[config.mk]
export PLATFORM = sky130hd
export DESIGN_NAME = ufe_alu
export DESIGN_NICKNAME = d
export VERILOG_FILES = /design/src/rtl/ufe_pkg.sv /design/src/rtl/ufe_alu.sv
export SDC_FILE = /design/constraint.sdc
export NUM_CORES = 1
export LEC_CHECK = 0
export ABC_AREA = 0
export BUFFER_PORTS_ARGS = -buffer_cell sky130_fd_sc_hd__buf_2
export CAP_MARGIN = 40
export CORE_MARGIN = 3
export CORE_UTILIZATION = 56
export DETAILED_ROUTE_END_ITERATION = 7
export GPL_TIMING_DRIVEN = 0
export PLACE_DENSITY = 0.92
export SETUP_SLACK_MARGIN = 0.4
export SYNTH_ARGS = -nofsm -noshare
export SYNTH_HDL_FRONTEND = slang
export SYNTH_SLANG_ARGS = --single-unit
[constraint.sdc]
create_clock -name vclk -period 7.65
set_clock_uncertainty 0.2 [all_clocks]
set_input_delay 1.53 -clock vclk [all_inputs]
set_output_delay 1.53 -clock vclk [all_outputs]
set_load 0.005 [all_outputs]
[src/rtl/ufe_pkg.sv]
// shared constants, types and unit opcodes for the union-find engine
package ufe_pkg;

  localparam int MAX_NODES = 1024;
  localparam int ADDR_W    = $clog2(MAX_NODES);
  localparam int IDX_W     = 10;
  localparam int LINK_W    = 12;

  // entry value of a root alone in its set
  localparam logic [LINK_W-1:0] LINK_SINGLE = '1;

  typedef logic [ADDR_W-1:0]        addr_t;
  typedef logic signed [LINK_W-1:0] link_t;

  typedef enum logic [1:0] {
    OP_EQ,
    OP_GT,
    OP_ADD
  } op_e;

  typedef struct packed {
    op_e   op;
    link_t x;
    link_t y;
  } alu_req_t;

endpackage

[src/rtl/ufe_alu.sv]
// shared compare and add unit used by the sequencer
module ufe_alu (
  input  ufe_pkg::alu_req_t      req_i,
  output logic [ufe_pkg::LINK_W-1:0] res_o
);

  always_comb begin
    case (req_i.op)
      ufe_pkg::OP_EQ:  res_o = ufe_pkg::LINK_W'(req_i.x == req_i.y);
      ufe_pkg::OP_GT:  res_o = ufe_pkg::LINK_W'(req_i.x > req_i.y);
      ufe_pkg::OP_ADD: res_o = req_i.x + req_i.y;
      default:         res_o = '0;
    endcase
  end

endmodule
==> reports/results.ini <==
[critical_path]
cp_slowest_cell = fa_1
crit_path_start_kind = input pin
path_cells = buf_2, ha_1, fa_1, nand2b_1, a21oi_1, o21bai_1, a21oi_1, or3_2, a21oi_1, buf_2
critPathRequiredTime_ns = 5.92
crit_path_max_incr_delay_ns = 0.41
timing_worst_setup_path_type = in -> out
crit_fanout = 3
cp_data_arrival_time_ns = 3.51
cp_common_cell = a21oi_1
end_kind = primary output
cpLargestDelayFamily = adder cells
crit_buf_inv = 2

[logic_synthesis]
synthCells = 135
synth_top_area_cell = ha_1
synthTopCellsByArea = ha_1 31%, a21oi_1 12%, inv_1 9.2%, o21ai_0 5.8%, nand2b_1 4.6%
synth_common_cells = 23 x a21oi_1, 23 x ha_1, 23 x inv_1
yosysWarningCount = 0
avgSynthCellArea_um2 = 6.99
seq_area_frac_synth = 0
syn_area_um2 = 943
synth.distinct_cells = 31
synth_nets = 185
synth_top_area_share = 0.305

[sta]
setup_ws_ns = 2.41
setup_violations = 0
maxSlewHeadroom = 0.643
finalCritPeriodShare = 0.686
period_needed_ns = 5.24
slew_viol_final = 0
rsz0062_at_grt = false
hold_violations = 0
worst_pin_slew_ns = 0.535
setup_tns_ns = 0
fmax_mhz = 191

[finish]
seq_cells = 0
drive_above_1_share = 0.277
final-seq-area_um2 = 0
final_nets = 225
diodes = 0
clkbuf_count = 0
area_growth_pct = 22.3

[floorplanning]
die_x_um = 47.0
core-area_um2 = 1540
die_h_um = 47.0
rows = 14
io_pins = 38
die-area_um2 = 2210
start_util = 0.612

[clocking]
ctsHoldBuffers = 0
cts_resized = 0
cts_setup_buffers = 0

[placed_design]
port_buffers = 38
hpwl_mm = 2.07
gp_congestion = 0.867
post-place-ws_ns = 2.45

[route]
drt-total-wl_mm = 2.42
drc_errors = 0
drtIter0Drc = 26
vias = 1100
post_drt_wl_per_cell_um = 12.8
firstDrtPassIters = 4
ant_nets = 0
viasPerCell = 5.82

[global_routing]
grt_max_degree = 10
first_global_vias = 1005
grt_pass1_wl_mm = 3.88
antenna_found_initial = 0
grt_overflow = 0
grt_usage = 0.228

[power_and_ir_drop]
ir_worst_vdd_v = 0.0000357
power.leakage_uw = 0.000624
p_per_area_nw_per_um2 = 62.4
total_power_uw = 72.0

[status]
status = finished, final reports clean

[min_path]
whs_endpoint = res_o[0]
min_path_cells = 3
hp-start = req_i[24]
hold_path_class = in -> out

[job]
drv_cap = 0

==> cell usage in the layout (no fill, tap or decap), drive strengths merged, types with 2 or more instances in the layout <==
master and n:
buf 40, nand2 8, a2111oi 2, ha 23, a21oi 24, nor2b 2
nor3 3, mux2i 3, nand2b 7, inv 24, nor4 2, o21ai 11
nor2 3, a211oi 2, or3 7, o21bai 4
==> how the worst max path moves through the flow <==
stage | from | to | slack, ns | cells after the start
after floorplan | req_i[0] | res_o[6] | 2.80 | 8
after global placement | req_i[0] | res_o[6] | 2.47 | 10
after detailed placement | req_i[0] | res_o[6] | 2.45 | 10
after CTS | req_i[0] | res_o[6] | 2.42 | 10
after global routing | req_i[1] | res_o[11] | 2.34 | 10
final | req_i[0] | res_o[6] | 2.41 | 10
==> logic make-up after synthesis <==
logic type | count (synthesis) | share of synthesized area
mux | 3 | 0.0318
fa+ha+maj | 24 | 0.326
compound gates | 46 | 0.326
buf+inv | 26 | 0.105
simple gates | 35 | 0.202
xor+xnor | 1 | 0.00929
==> metrics by stage <==
| step | area (um^2) | utilization | cells | hold WS, ns |
|---|---|---|---|---|
| 6_report | 1150 | 0.748 | 189 | 3.14 |
| 5_1_grt | 1150 | 0.748 | 189 | 3.16 |
| 4_1_cts | 1150 | 0.748 | 189 | 3.14 |
| 3_5_place_dp | 1150 | 0.748 | 189 | 3.14 |
| 3_3_place_gp | 1150 | 0.748 | 189 | 3.13 |
| 2_1_floorplan | 943 | - | 135 | 2.91 |
==> where the power goes <==
| group | switching, uW | leakage [uW] | total (uW) | internal (uW) |
|---|---|---|---|---|
| logic | 39.8 | 0.000624 | 72.0 | 32.2 |
| registers | 0 | 0 | 0 | 0 |
| clock network | 0 | 0 | 0 | 0 |
| total | 39.8 | 0.000624 | 72.0 | 32.2 |
==> metal layers <==
| metal | wire [um] | vias to the layer above | global-route usage |
|---|---|---|---|
| met1 | 978 | 518 | 0.284 |
| met3 | 116 | 2 | 0.00766 |
| met5 | 0 | - | 0 |
| met2 | 1310 | 32 | 0.436 |
| met4 | 14 | 0 | 0.0331 |
| li1 | - | 548 | - |
==> layout make-up <==
cell class | count | area [um^2]
fill | 128 | 388
inverter | 24 | 90.1
buffer | 2 | 8.76
multi-input combinational | 109 | 845
timing repair buffer | 38 | 190
tap | 16 | 20.0
No activity file was read; power rests on OpenSTA's default activity.
